**src/mieu_pkg.sv**
```systemverilog
package mieu_pkg;

    localparam logic [5:0] OP_SPECIAL = 6'h00;
    localparam logic [5:0] OP_J       = 6'h02;
    localparam logic [5:0] OP_JAL     = 6'h03;
    localparam logic [5:0] OP_BEQ     = 6'h04;
    localparam logic [5:0] OP_BNE     = 6'h05;
    localparam logic [5:0] OP_BLEZ    = 6'h06;
    localparam logic [5:0] OP_BGTZ    = 6'h07;
    localparam logic [5:0] OP_ADDI    = 6'h08;
    localparam logic [5:0] OP_ADDIU   = 6'h09;
    localparam logic [5:0] OP_SLTI    = 6'h0A;
    localparam logic [5:0] OP_SLTIU   = 6'h0B;
    localparam logic [5:0] OP_ANDI    = 6'h0C;
    localparam logic [5:0] OP_ORI     = 6'h0D;
    localparam logic [5:0] OP_XORI    = 6'h0E;
    localparam logic [5:0] OP_LUI     = 6'h0F;

    localparam logic [5:0] FN_SLL     = 6'h00;
    localparam logic [5:0] FN_SRL     = 6'h02;
    localparam logic [5:0] FN_SRA     = 6'h03;
    localparam logic [5:0] FN_SLLV    = 6'h04;
    localparam logic [5:0] FN_SRLV    = 6'h06;
    localparam logic [5:0] FN_SRAV    = 6'h07;
    localparam logic [5:0] FN_JR      = 6'h08;
    localparam logic [5:0] FN_JALR    = 6'h09;
    localparam logic [5:0] FN_SYSCALL = 6'h0C;
    localparam logic [5:0] FN_MFHI    = 6'h10;
    localparam logic [5:0] FN_MTHI    = 6'h11;
    localparam logic [5:0] FN_MFLO    = 6'h12;
    localparam logic [5:0] FN_MTLO    = 6'h13;
    localparam logic [5:0] FN_MULT    = 6'h18;
    localparam logic [5:0] FN_MULTU   = 6'h19;
    localparam logic [5:0] FN_DIV     = 6'h1A;
    localparam logic [5:0] FN_DIVU    = 6'h1B;
    localparam logic [5:0] FN_ADD     = 6'h20;
    localparam logic [5:0] FN_ADDU    = 6'h21;
    localparam logic [5:0] FN_SUB     = 6'h22;
    localparam logic [5:0] FN_SUBU    = 6'h23;
    localparam logic [5:0] FN_AND     = 6'h24;
    localparam logic [5:0] FN_OR      = 6'h25;
    localparam logic [5:0] FN_XOR     = 6'h26;
    localparam logic [5:0] FN_NOR     = 6'h27;
    localparam logic [5:0] FN_SLT     = 6'h2A;
    localparam logic [5:0] FN_SLTU    = 6'h2B;

    localparam logic [1:0] ST_OK      = 2'd0;
    localparam logic [1:0] ST_DIVZERO = 2'd1;
    localparam logic [1:0] ST_SYSCALL = 2'd2;
    localparam logic [1:0] ST_UNSUP   = 2'd3;

    typedef struct packed {
        logic load;
        logic read;
        logic exec;
        logic iter;
        logic commit;
    } ctrl_t;

    typedef struct packed {
        logic is_long;
        logic iter_done;
    } stat_t;

    typedef struct packed {
        logic [1:0]  status;
        logic [31:0] lo_value;
        logic [31:0] hi_value;
        logic [31:0] write_value;
        logic [4:0]  dest_reg;
        logic        reg_write;
        logic [31:0] next_pc;
    } result_t;

endpackage

```
**src/mieu_ram.sv**
```systemverilog
module mieu_ram #(
    parameter int WIDTH = 32,
    parameter int DEPTH = 32
) (
    input  logic                     clk,
    input  logic                     wr_en,
    input  logic [$clog2(DEPTH)-1:0] wr_addr,
    input  logic [WIDTH-1:0]         wr_data,
    input  logic [$clog2(DEPTH)-1:0] rd_addr_a,
    output logic [WIDTH-1:0]         rd_data_a,
    input  logic [$clog2(DEPTH)-1:0] rd_addr_b,
    output logic [WIDTH-1:0]         rd_data_b
);
    logic [WIDTH-1:0] mem [DEPTH];

    always_ff @(posedge clk)
    begin
        if (wr_en)
        begin
            mem[wr_addr] <= wr_data;
        end
        rd_data_a <= mem[rd_addr_a];
        rd_data_b <= mem[rd_addr_b];
    end
endmodule

```
**src/mieu_ctrl.sv**
```systemverilog
module mieu_ctrl (
    input  logic           clk,
    input  logic           rst_n,
    input  logic           in_fire,
    input  logic           out_free,
    input  mieu_pkg::stat_t stat,
    output mieu_pkg::ctrl_t ctrl,
    output logic           busy
);
    import mieu_pkg::*;

    typedef enum logic [4:0] {
        S_IDLE = 5'b00001,
        S_READ = 5'b00010,
        S_EXEC = 5'b00100,
        S_ITER = 5'b01000,
        S_DONE = 5'b10000
    } state_t;

    state_t state_reg, state_next;

    always_ff @(posedge clk or negedge rst_n)
    begin
        if (!rst_n)
        begin
            state_reg <= S_IDLE;
        end
        else
        begin
            state_reg <= state_next;
        end
    end

    always_comb
    begin
        state_next  = state_reg;
        ctrl        = '0;
        case (state_reg)
            S_IDLE:
            begin
                ctrl.load = in_fire;
                if (in_fire)
                begin
                    state_next = S_READ;
                end
            end
            S_READ:
            begin
                ctrl.read  = 1'b1;
                state_next = S_EXEC;
            end
            S_EXEC:
            begin
                ctrl.exec  = 1'b1;
                state_next = stat.is_long ? S_ITER : S_DONE;
            end
            S_ITER:
            begin
                ctrl.iter = 1'b1;
                if (stat.iter_done)
                begin
                    state_next = S_DONE;
                end
            end
            S_DONE:
            begin
                if (out_free)
                begin
                    ctrl.commit = 1'b1;
                    state_next  = S_IDLE;
                end
            end
            default: state_next = S_IDLE;
        endcase
    end

    assign busy = (state_reg != S_IDLE);
endmodule

```
**src/mieu_dp.sv**
```systemverilog
module mieu_dp (
    input  logic              clk,
    input  logic              rst_n,
    input  logic [31:0]       instruction,
    input  mieu_pkg::ctrl_t   ctrl,
    output mieu_pkg::stat_t   stat,
    output mieu_pkg::result_t result
);
    import mieu_pkg::*;

    logic [31:0] ir_reg;
    logic [31:0] pc_reg, pc_next;
    logic [31:0] hi_reg, hi_next;
    logic [31:0] lo_reg, lo_next;
    logic [31:0] a_reg, b_reg;
    logic [31:0] ra, rb;
    logic        gpr_we;
    logic        is_mul_reg, is_div_reg, neg_q_reg, neg_r_reg;
    logic [63:0] acc_reg, acc_next;
    logic [31:0] mcand_reg, mcand_next;
    logic [5:0]  cnt_reg, cnt_next;
    logic [31:0] val_reg, val_next;
    logic        wr_reg, wr_next;
    logic [4:0]  dst_reg, dst_next;
    logic [1:0]  st_reg, st_next;
    logic [31:0] npc_reg, npc_next;
    logic        is_mul_next, is_div_next, neg_q_next, neg_r_next;

    logic [5:0]  op, fn;
    logic [4:0]  rd, sh;
    logic [15:0] imm;
    logic [31:0] sx_imm, pc4, br;
    logic [4:0]  amt;
    logic        sra_v;
    logic [32:0] diff;
    logic [63:0] q_shift;

    assign op     = ir_reg[31:26];
    assign rd     = ir_reg[15:11];
    assign sh     = ir_reg[10:6];
    assign fn     = ir_reg[5:0];
    assign imm    = ir_reg[15:0];
    assign sx_imm = {{16{imm[15]}}, imm};
    assign pc4    = pc_reg + 32'd4;
    assign br     = pc4 + {sx_imm[29:0], 2'b00};

    mieu_ram #(.WIDTH(32), .DEPTH(32)) u_gpr (
        .clk       (clk),
        .wr_en     (gpr_we),
        .wr_addr   (dst_reg),
        .wr_data   (val_reg),
        .rd_addr_a (instruction[25:21]),
        .rd_data_a (ra),
        .rd_addr_b (instruction[20:16]),
        .rd_data_b (rb)
    );

    // gpr_file resets to zero: clear via valid bits
    logic [31:0] gv_reg;
    logic        rs_v_reg, rt_v_reg;
    assign gpr_we = ctrl.commit && wr_reg;

    always_ff @(posedge clk or negedge rst_n)
    begin
        if (!rst_n)
        begin
            gv_reg   <= '0;
            pc_reg   <= '0;
            hi_reg   <= '0;
            lo_reg   <= '0;
            rs_v_reg <= 1'b0;
            rt_v_reg <= 1'b0;
        end
        else
        begin
            if (gpr_we)
            begin
                gv_reg[dst_reg] <= 1'b1;
            end
            if (ctrl.load)
            begin
                rs_v_reg <= gv_reg[instruction[25:21]];
                rt_v_reg <= gv_reg[instruction[20:16]];
            end
            if (ctrl.commit)
            begin
                pc_reg <= npc_reg;
                hi_reg <= hi_next;
                lo_reg <= lo_next;
            end
        end
    end

    always_ff @(posedge clk)
    begin
        if (ctrl.load)
        begin
            ir_reg <= instruction;
        end
        if (ctrl.read)
        begin
            a_reg <= rs_v_reg ? ra : 32'd0;
            b_reg <= rt_v_reg ? rb : 32'd0;
        end
        acc_reg    <= acc_next;
        mcand_reg  <= mcand_next;
        cnt_reg    <= cnt_next;
        val_reg    <= val_next;
        wr_reg     <= wr_next;
        dst_reg    <= dst_next;
        st_reg     <= st_next;
        npc_reg    <= npc_next;
        is_mul_reg <= is_mul_next;
        is_div_reg <= is_div_next;
        neg_q_reg  <= neg_q_next;
        neg_r_reg  <= neg_r_next;
    end

    assign amt   = (fn == FN_SLL || fn == FN_SRL || fn == FN_SRA) ? sh : a_reg[4:0];
    assign sra_v = b_reg[31];
    assign q_shift = {acc_reg[62:0], 1'b0};
    assign diff  = acc_reg[63:31] - {1'b0, mcand_reg};

    always_comb
    begin
        acc_next    = acc_reg;
        mcand_next  = mcand_reg;
        cnt_next    = cnt_reg;
        val_next    = val_reg;
        wr_next     = wr_reg;
        dst_next    = dst_reg;
        st_next     = st_reg;
        npc_next    = npc_reg;
        is_mul_next = is_mul_reg;
        is_div_next = is_div_reg;
        neg_q_next  = neg_q_reg;
        neg_r_next  = neg_r_reg;
        hi_next     = hi_reg;
        lo_next     = lo_reg;

        if (ctrl.exec)
        begin
            is_mul_next = 1'b0;
            is_div_next = 1'b0;
            neg_q_next  = 1'b0;
            neg_r_next  = 1'b0;
            cnt_next    = '0;
            npc_next    = pc4;
            st_next     = ST_OK;
            wr_next     = 1'b0;
            val_next    = '0;
            dst_next    = (op == OP_SPECIAL) ? rd : ir_reg[20:16];
            acc_next    = {32'd0, hi_reg};
            mcand_next  = lo_reg;
            if (op == OP_SPECIAL)
            begin
                case (fn)
                    FN_SLL, FN_SLLV:
                    begin
                        wr_next  = 1'b1;
                        val_next = b_reg << amt;
                    end
                    FN_SRL, FN_SRLV:
                    begin
                        wr_next  = 1'b1;
                        val_next = b_reg >> amt;
                    end
                    FN_SRA, FN_SRAV:
                    begin
                        wr_next  = 1'b1;
                        val_next = (b_reg >> amt) | ~({32{~sra_v}} | (32'hFFFFFFFF >> amt));
                    end
                    FN_JR: npc_next = a_reg;
                    FN_JALR:
                    begin
                        wr_next  = 1'b1;
                        val_next = pc4;
                        npc_next = a_reg;
                    end
                    FN_SYSCALL: st_next = ST_SYSCALL;
                    FN_MFHI:
                    begin
                        wr_next  = 1'b1;
                        val_next = hi_reg;
                    end
                    FN_MTHI: acc_next = {32'd0, a_reg};
                    FN_MFLO:
                    begin
                        wr_next  = 1'b1;
                        val_next = lo_reg;
                    end
                    FN_MTLO: mcand_next = a_reg;
                    FN_MULT, FN_MULTU:
                    begin
                        is_mul_next = 1'b1;
                        neg_q_next  = (fn == FN_MULT) && (a_reg[31] ^ b_reg[31]);
                        acc_next    = {32'd0, (fn == FN_MULT && a_reg[31]) ? -a_reg : a_reg};
                        mcand_next  = (fn == FN_MULT && b_reg[31]) ? -b_reg : b_reg;
                    end
                    FN_DIV, FN_DIVU:
                    begin
                        if (b_reg == 32'd0)
                        begin
                            st_next = ST_DIVZERO;
                        end
                        else
                        begin
                            is_div_next = 1'b1;
                            neg_q_next  = (fn == FN_DIV) && (a_reg[31] ^ b_reg[31]);
                            neg_r_next  = (fn == FN_DIV) && a_reg[31];
                            acc_next    = {32'd0, (fn == FN_DIV && a_reg[31]) ? -a_reg : a_reg};
                            mcand_next  = (fn == FN_DIV && b_reg[31]) ? -b_reg : b_reg;
                        end
                    end
                    FN_ADD, FN_ADDU:
                    begin
                        wr_next  = 1'b1;
                        val_next = a_reg + b_reg;
                    end
                    FN_SUB, FN_SUBU:
                    begin
                        wr_next  = 1'b1;
                        val_next = a_reg - b_reg;
                    end
                    FN_AND:
                    begin
                        wr_next  = 1'b1;
                        val_next = a_reg & b_reg;
                    end
                    FN_OR:
                    begin
                        wr_next  = 1'b1;
                        val_next = a_reg | b_reg;
                    end
                    FN_XOR:
                    begin
                        wr_next  = 1'b1;
                        val_next = a_reg ^ b_reg;
                    end
                    FN_NOR:
                    begin
                        wr_next  = 1'b1;
                        val_next = ~(a_reg | b_reg);
                    end
                    FN_SLT:
                    begin
                        wr_next  = 1'b1;
                        val_next = {31'd0, $signed(a_reg) < $signed(b_reg)};
                    end
                    FN_SLTU:
                    begin
                        wr_next  = 1'b1;
                        val_next = {31'd0, a_reg < b_reg};
                    end
                    default: st_next = ST_UNSUP;
                endcase
            end
            else
            begin
                case (op)
                    OP_J: npc_next = {pc4[31:28], ir_reg[25:0], 2'b00};
                    OP_JAL:
                    begin
                        npc_next = {pc4[31:28], ir_reg[25:0], 2'b00};
                        wr_next  = 1'b1;
                        dst_next = 5'd31;
                        val_next = pc4;
                    end
                    OP_BEQ: if (a_reg == b_reg) npc_next = br;
                    OP_BNE: if (a_reg != b_reg) npc_next = br;
                    OP_BLEZ: if (a_reg == 32'd0 || a_reg[31]) npc_next = br;
                    OP_BGTZ: if (a_reg != 32'd0 && !a_reg[31]) npc_next = br;
                    OP_ADDI, OP_ADDIU:
                    begin
                        wr_next  = 1'b1;
                        val_next = a_reg + sx_imm;
                    end
                    OP_SLTI:
                    begin
                        wr_next  = 1'b1;
                        val_next = {31'd0, $signed(a_reg) < $signed(sx_imm)};
                    end
                    OP_SLTIU:
                    begin
                        wr_next  = 1'b1;
                        val_next = {31'd0, a_reg < sx_imm};
                    end
                    OP_ANDI:
                    begin
                        wr_next  = 1'b1;
                        val_next = a_reg & {16'd0, imm};
                    end
                    OP_ORI:
                    begin
                        wr_next  = 1'b1;
                        val_next = a_reg | {16'd0, imm};
                    end
                    OP_XORI:
                    begin
                        wr_next  = 1'b1;
                        val_next = a_reg ^ {16'd0, imm};
                    end
                    OP_LUI:
                    begin
                        wr_next  = 1'b1;
                        val_next = {imm, 16'd0};
                    end
                    default: st_next = ST_UNSUP;
                endcase
            end
            if (dst_next == 5'd0)
            begin
                wr_next  = 1'b0;
            end
            if (!wr_next)
            begin
                dst_next = '0;
                val_next = '0;
            end
        end
        else if (ctrl.iter)
        begin
            cnt_next = cnt_reg + 6'd1;
            if (is_mul_reg)
            begin
                // shift-add: acc = {hi, multiplier}, add multiplicand to hi
                if (acc_reg[0])
                begin
                    acc_next = {({1'b0, acc_reg[63:32]} + {1'b0, mcand_reg}),
                                acc_reg[31:1]};
                end
                else
                begin
                    acc_next = {1'b0, acc_reg[63:1]};
                end
            end
            else
            begin
                // restoring: acc = {rem, quotient}
                if (!diff[32])
                begin
                    acc_next = {diff[31:0], q_shift[31:1], 1'b1};
                end
                else
                begin
                    acc_next = q_shift;
                end
            end
        end
        else if (ctrl.commit)
        begin
            if (is_mul_reg)
            begin
                {hi_next, lo_next} = neg_q_reg ? -acc_reg : acc_reg;
            end
            else if (is_div_reg)
            begin
                lo_next = neg_q_reg ? -acc_reg[31:0] : acc_reg[31:0];
                hi_next = neg_r_reg ? -acc_reg[63:32] : acc_reg[63:32];
            end
            else
            begin
                hi_next = acc_reg[31:0];
                lo_next = mcand_reg;
            end
        end
    end

    assign stat.is_long   = is_mul_next || is_div_next;
    assign stat.iter_done = (cnt_reg == 6'd31);

    always_comb
    begin
        result.next_pc     = npc_reg;
        result.reg_write   = wr_reg;
        result.dest_reg    = dst_reg;
        result.write_value = val_reg;
        result.status      = st_reg;
        if (is_mul_reg)
        begin
            {result.hi_value, result.lo_value} = neg_q_reg ? -acc_reg : acc_reg;
        end
        else if (is_div_reg)
        begin
            result.lo_value = neg_q_reg ? -acc_reg[31:0] : acc_reg[31:0];
            result.hi_value = neg_r_reg ? -acc_reg[63:32] : acc_reg[63:32];
        end
        else
        begin
            result.hi_value = acc_reg[31:0];
            result.lo_value = mcand_reg;
        end
    end
endmodule

```
**src/mips_integer_execute_unit.sv**
```systemverilog
// channel | dir | tdata fields (low bit up)
// s_axis  | in  | instruction[31:0]
// m_axis  | out | next_pc, reg_write, dest_reg, write_value, hi_value, lo_value, status
// Ordinary instructions pass through the READ, EXEC and DONE states from accept to result.
// MULT/MULTU/DIV/DIVU also pass through ITER for the shift-add / restoring divide loop,
// except a divide by zero, which takes the ordinary path. Register file reads come from
// a RAM with registered read; reset clears PC, HI, LO and the register file valid bits.
// A stalled result holds; a new beat is still taken, but its result waits in DONE.
module mips_integer_execute_unit (
    input  logic         clk,
    input  logic         rst_n,
    input  logic         s_axis_tvalid,
    output logic         s_axis_tready,
    input  logic [31:0]  s_axis_tdata,   // instruction
    output logic         m_axis_tvalid,
    input  logic         m_axis_tready,
    output logic [135:0] m_axis_tdata    // next_pc, reg_write, dest_reg, write_value,
                                         // hi_value, lo_value, status
);
    import mieu_pkg::*;

    ctrl_t   ctrl;
    stat_t   stat;
    result_t res;
    logic    busy;
    logic    ovalid_reg;
    result_t odata_reg;

    mieu_ctrl u_ctrl (
        .clk      (clk),
        .rst_n    (rst_n),
        .in_fire  (s_axis_tvalid && s_axis_tready),
        .out_free (!ovalid_reg || m_axis_tready),
        .stat     (stat),
        .ctrl     (ctrl),
        .busy     (busy)
    );

    mieu_dp u_dp (
        .clk         (clk),
        .rst_n       (rst_n),
        .instruction (s_axis_tdata),
        .ctrl        (ctrl),
        .stat        (stat),
        .result      (res)
    );

    always_ff @(posedge clk or negedge rst_n)
    begin
        if (!rst_n)
        begin
            ovalid_reg <= 1'b0;
        end
        else if (ctrl.commit)
        begin
            ovalid_reg <= 1'b1;
        end
        else if (m_axis_tready)
        begin
            ovalid_reg <= 1'b0;
        end
    end

    always_ff @(posedge clk)
    begin
        if (ctrl.commit)
        begin
            odata_reg <= res;
        end
    end

    assign s_axis_tready = !busy;
    assign m_axis_tvalid = ovalid_reg;
    assign m_axis_tdata  = odata_reg;
endmodule

```
**config.mk**
```make
export PLATFORM = sky130hd
export DESIGN_NAME = mips_integer_execute_unit
export DESIGN_NICKNAME = d
export VERILOG_FILES = /design/src/mieu_pkg.sv /design/src/mieu_ram.sv /design/src/mieu_ctrl.sv /design/src/mieu_dp.sv /design/src/mips_integer_execute_unit.sv
export SDC_FILE = /design/constraint.sdc
export NUM_CORES = 2
export LEC_CHECK = 0
export BUFFER_PORTS_ARGS = -buffer_cell sky130_fd_sc_hd__buf_2
export CAP_MARGIN = 20
export CORE_MARGIN = 2
export CORE_UTILIZATION = 50
export CTS_CLUSTER_SIZE = 14
export DETAILED_ROUTE_END_ITERATION = 10
export PLACE_DENSITY = 0.66
export SLEW_MARGIN = 40
export SYNTH_ARGS = -nofsm -noshare
export SYNTH_HDL_FRONTEND = slang
export SYNTH_SLANG_ARGS = --single-unit
```
**constraint.sdc**
```tcl
create_clock -name clk -period 9.9 [get_ports clk]
set_input_delay 0.99 -clock clk [delete_from_list [all_inputs] [get_ports clk]]
set_output_delay 0.99 -clock clk [all_outputs]
set_load 0.01 [all_outputs]
```
# Word level (Yosys, flattened, before mapping)
# Memories as Yosys holds them, arrays and structs flattened. A register that Yosys moved wholly into a read port is not among the register bits.
# Cells that the tools add are included.
[totals]
input_bits = 36
latchBits = 0
memories = 1
regBits = 546
rom_bits = 0
mem_bits_rw = 1024
word_cells = 245
out_inout_bits = 138
[mem_list]
columns = ["memory", "depth", "word_bits", "read_ports", "rd_ports_with_merged_regs", "write_ports", "line", "text"]
rows = [
  ["u_dp.u_gpr.mem", 32, 32, 2, 2, 1, "mieu_ram.sv:14", "logic [WIDTH-1:0] mem [DEPTH];"],
]
[classes]
n_bitwise = 17
n_shift = 3
n_div = 0
n_eq_ne = 52
magnitude_cmp = 8
reduce_logical = 43
addsub = 13
n_mul = 0
n_mux = 78
[ops]
columns = ["op", "n"]
rows = [
  ["2-to-1 mux 32 bit", 20],
  ["2-to-1 mux 64 bit", 9],
  ["case mux 32 bit (14 select lines)", 1],
  ["case mux 32 bit (8 select lines)", 1],
  ["case mux 64 bit (3 select lines)", 1],
  ["case mux 32 bit (5 select lines)", 1],
  ["negator 32 bit", 4],
  ["OR 32 bit", 4],
  ["adder 32 bit", 3],
  ["< comparator 32 bit", 3],
  ["case mux 32 bit (3 select lines)", 1],
  ["equality test 6 x 4 -> 1 bit (second input constant)", 11],
  ["logical NOT 32 bit", 2],
  ["negator 64 bit", 1],
  ["inverter 32 bit", 2],
  ["equality test 6 bit (second input constant)", 10],
  ["equality test 6 x 5 -> 1 bit (second input constant)", 9],
  ["2-to-1 mux 5 bit", 9],
  ["equality test 6 x 3 -> 1 bit (second input constant)", 7],
  ["adder 32 x 32 -> 33 bit", 1],
  ["subtractor 33 x 32 -> 33 bit", 1],
  ["adder 32 x 3 -> 32 bit (second input constant)", 1],
  ["bitwise AND 32 x 16 -> 32 bit", 1],
  ["bitwise AND 32 bit", 1],
  ["45 further kinds", 110],
]

# Logic depth before layout (Yosys ltp)
[logic_depth]
ltp_word = 10
mapped_depth = 17
ltp_nobuf = 16

# Modules after synthesis
# A second synthesis with hierarchy kept.
[hier_totals]
hier_cells = 8580
hier_area_um2 = 94953.6
[modules_own_cells]
columns = ["mod", "cells_each", "area_each_um2", "instances", "seq_area_each_um2"]
rows = [
  ["mieu_ram", 3450, 50040.5, 1, 32030.7],
  ["mieu_dp", 4955, 40447.5, 1, 11400.9],
  ["mips_integer_execute_unit", 141, 4141.5, 1, 4108.9],
  ["mieu_ctrl", 34, 324.1, 1, 126.4],
]

# Worst setup path after synthesis
# OpenSTA, ideal clock, no wires.
[synth_path]
path_type = "input to register"
from = "input port m_axis_tready"
to = "register odata_reg, in the netlist m_axis_tdata[0] (enable)"
path_buffers = 3
stages = 6
arrival_ns = 5.711
setup_ns = 0.554
t_required_ns = 9.346
slack_ns = 3.636
cell_sequence = "nand2b_1 -> nand2b_1 -> clkbuf_1 -> inv_1 -> buf_1 -> clkbuf_1"
[synth_rtl]
columns = ["item", "line", "text"]
rows = [
  ["start, declared", "mips_integer_execute_unit.sv:16", "input logic m_axis_tready,"],
  ["end signal, assigned", "mips_integer_execute_unit.sv:68", "odata_reg <= res;"],
  ["end, declared", "mips_integer_execute_unit.sv:27", "result_t odata_reg;"],
]

# Worst setup path in the final report
[layout_path]
from = "register u_dp.ir_reg[3]"
to = "register u_dp.val_reg[15] (data pin)"
[layout_via]
elab_chain_cells = 10
word_cells_on_any_way = 42
cone_classes = "add/sub (1); eq/ne (18); shift (3); mux (8); bitwise (3); reduce/logical (9)"
[layout_lines]
columns = ["item", "line", "text"]
rows = [
  ["start, declared", "mieu_dp.sv:11", "logic [31:0] ir_reg;"],
  ["start signal, assigned", "mieu_dp.sv:98", "ir_reg <= instruction;"],
  ["equality test 6 x 2 -> 1 bit / logical NOT 6 bit (equally long branches)", "mieu_dp.sv:119, mieu_dp.sv:157", ""],
  ["logical OR 1 bit (2 in a row)", "mieu_dp.sv:119", "assign amt = (fn == FN_SLL || fn == FN_SRL || fn == FN_SRA) ? sh : a_reg[4:0];"],
  ["2-to-1 mux 5 bit", "mieu_dp.sv:119", ""],
  ["right shift 32 x 5 -> 32 bit", "mieu_dp.sv:171", "val_next = (b_reg >> amt) | ~({32{~sra_v}} | (32'hFFFFFFFF >> amt));"],
  ["OR 32 bit", "mieu_dp.sv:171", ""],
  ["inverter 32 bit", "mieu_dp.sv:171", ""],
  ["OR 32 bit", "mieu_dp.sv:171", ""],
  ["case mux 32 bit (14 select lines)", "mieu_dp.sv:157", "case (fn)"],
  ["2-to-1 mux 32 bit", "mieu_dp.sv:155", "if (op == OP_SPECIAL)"],
  ["end signal, assigned", "mieu_dp.sv:108", "val_reg <= val_next;"],
  ["end, declared", "mieu_dp.sv:22", "logic [31:0] val_reg, val_next;"],
]
# Parallel ways exist; a longest one is shown, timed or not. The select of a mux whose other input is x is not followed.
# A chain may end at the register's enable or synchronous reset.

==> impl_metrics.tcl <==
set metrics [dict create \
    met1Wirelength_um 138000 \
    critPathMaxFanout 29 \
    grt_pass1_wl_um 511000 \
    crit_type "reg -> reg" \
    maxCapViolCount 0 \
    finalSetupViolations 0 \
    place_congestion 1.09 \
    fp.dieW_um 436 \
    area_growth_pct 12.0 \
    ys_top_cells_by_area "edfxtp_1 46%, mux4_2 16%, ha_1 3.7%" \
    fin_nets 7757 \
    netlist_area_um2 93400 \
    cts_resized 0 \
    violations "design-rule violations" \
    core-area_um2 186000 \
    fin_crit_ns 6.10 \
    io_buffers 173 \
    pwr_density_cell_nw_per_um2 206 \
    fin_area_um2 105000 \
    postPlaceCellArea_um2 98500 \
    synth-async-reset-ratio 0.0832 \
    status "complete, but fails checks" \
    rsz0062_at_grt "false" \
    post_drt_wl_per_cell_um 36.1 \
    globalRouteOverflowTotal 0 \
    finalMaxSlewViolations 0 \
    initial_utilization 0.503 \
    dieArea_um2 190000 \
    clkPwrFrac 0.321 \
    wl_met3_um 36300 \
    ant_nets 0 \
    cts_setup_buffers 0 \
    drtPass1Iterations 11 \
    yosysTopAreaCell "edfxtp_1" \
    met2_length_um 166000 \
    finClkSkew_ns 0.0931 \
    drive_above_1_share 0.223 \
    yosysWarnings 0 \
    p_int_w 0.0140 \
    timing.slew.headroom 0.347 \
    grt_max_degree 126 \
    largest_reg_flops 1024 \
    finalHoldViolCount 0 \
    p_leak_nw 36.9 \
    cts_sinks 1634 \
    ys_ff_latch 1634 \
    grt.total_usage 0.377 \
    synth_top_flop_cell "edfxtp_1" \
    crit_arrival_ns 6.64 \
    postRouteWirelength_um 364000 \
    ir_drop_v 0.000159 \
    start_kind "register" \
    clk_root_buffer_cell "clkbuf_16" \
    die_h_um 436 \
    ys_types 99 \
    avgSynthCellArea_um2 12.8 \
    timing.fmax_ghz 0.164 \
    reg2reg_depth 12 \
    rows 158 \
    clk_latency_ns 0.91 \
    hp-class "in -> async" \
    crit_required_ns 10.44 \
    seqPwrFrac 0.396 \
    drc 1 \
    syn_nets 7641 \
    netlist_instances 7319 \
    cts_tree "yes" \
    synth_most_common_cell "edfxtp_1" \
    clockBufferDepth 3 \
    p_sw_w 0.00756 \
    dp_hpwl_um 248000 \
    numCtsBuffers 173 \
    grt_pass1_vias 67422 \
    path_clk_slew_ns 0.06 \
    antenna_found_initial 20 \
    fin_crit_sh 0.616 \
    vias 70775 \
    top_layer_used "met5" \
    netSwitchingFraction 0.351 \
    tightestPinTransition_ns 0.979 \
    synth_top_area_frac 0.458 \
    drt-initial-drc-count 10310 \
    htree_levels 4 \
    drt-vias-per-instance 7.02 \
    yosys-top-cells-count "1426 x edfxtp_1, 670 x mux4_2, 652 x nand2_1" \
    io_pins 174 \
    worst_setup_path_end_kind "register" \
    synth_edf_count 1426 \
    yosysSeqAreaShare 0.510 \
    power.share.combinational 0.283 \
    fin_setup_tns_ns 0 \
    ctsHoldBuffers 0 \
]
## routing by layer
metal | vias to the layer above | track usage
li1 | 28989 | -
met5 | - | 0
met3 | 1028 | 0.0786
met1 | 36100 | 0.503
met2 | 4648 | 0.578
met4 | 10 | 0.209
## power by group through the flow
stage / clock network (W) / logic [W] / registers, W
final: 0.00691 / 0.00609 / 0.00853
after global routing: 0.00723 / 0.00640 / 0.00854
after CTS: 0.00697 / 0.00588 / 0.00851
after detailed placement: 0 / 0.00585 / 0.00865
after global placement: 0 / 0.00578 / 0.00867
after floorplan: 0 / 0.00372 / 0.00843
## critical path, cell delays in order, from the launching register on
cell and delay (ns):
edfxtp_1 0.75, or4_1 0.63, buf_4 0.21, o21ai_1 0.67, nand2_2 0.64, buf_4 0.47, o21ai_0 0.56, mux2i_1 0.19
mux2i_1 0.47, or2_2 0.20, a21oi_1 0.16, a2111oi_2 0.55, o22ai_1 0.21
## layout make-up
cell class | count | area, µm²
Tap cell | 2480 | 3100
Clock buffer | 230 | 4740
Clock inverter | 96 | 1340
Multi-Input combinational cell | 4946 | 43500
Inverter | 225 | 857
Sequential cell | 1634 | 47700
Fill cell | 15061 | 81000
Timing Repair Buffer | 455 | 3410
Antenna cell | 9 | 22.5
## placed cells by master (no fill, tap or decap), types with 37 or more instances in the layout
cell       netlist  layout
xor2_1         122     122
inv_1          220     218
and3_1          43      43
mux4_2         670     670
nand2b_1        43      40
o22ai_1         66      66
or3_1           41      41
o211ai_1        49      49
a31oi_1         43      41
edfxtp_1      1426    1426
a211oi_1       118     116
clkbuf_1       432      38
xnor2_1        154     149
dfrtp_1        135     134
or2_2           62      62
o31ai_1         41      41
a221oi_1        65      63
nand4_1         41      41
nor3_1         134     121
buf_2           16     166
mux2i_1        146     146
nand3_1        131     129
nor2_1         417     375
a21oi_1        429     421
buf_6            1      43
o221ai_1        37      37
buf_4            2     225
a22oi_1         68      68
a21o_1          77      77
o21ai_0        395     391
ha_1           280     280
clkbuf_16        0     174
and2_1          74      74
nand2_1        652     648
dfxtp_1         72      70
mux2_2          97      97
## cell families after synthesis
logic type,share of synthesized area
simple gates,0.0893
compound gates,0.117
flops,0.510
mux,0.189
buf+inv,0.0301
fa+ha+maj,0.0388
xor+xnor,0.0259
## worst paths after layout
check / endpoint / from / slack [ns]
max: u_dp.val_reg[15] / u_dp.ir_reg[3] / 3.80
min: u_dp.pc_reg[6] / rst_n / 0.14
min reg2reg: m_axis_tdata[134] / u_dp.st_reg[0] / 0.43
max in group asynchronous: u_dp.rs_v_reg / rst_n / 8.58
min in group clk: u_dp.ir_reg[8] / s_axis_tdata[8] / 0.28
max reg2reg: u_dp.val_reg[15] / u_dp.ir_reg[3] / 3.80
## through the flow
step | setup slack [ns] | util | total power [W] | hold WS (ns) | cells
after floorplan | 3.64 | - | 0.0121 | 0.400 | 7319
after global placement | 3.53 | 0.527 | 0.0145 | 0.407 | 9699
after detailed placement | 4.16 | 0.530 | 0.0145 | 0.419 | 9737
after CTS | 4.09 | 0.563 | 0.0214 | 0.149 | 10063
after global routing | 3.79 | 0.564 | 0.0222 | 0.167 | 10066
final | 3.80 | 0.564 | 0.0215 | 0.135 | 10075
(Power assumes the default switching activity.)
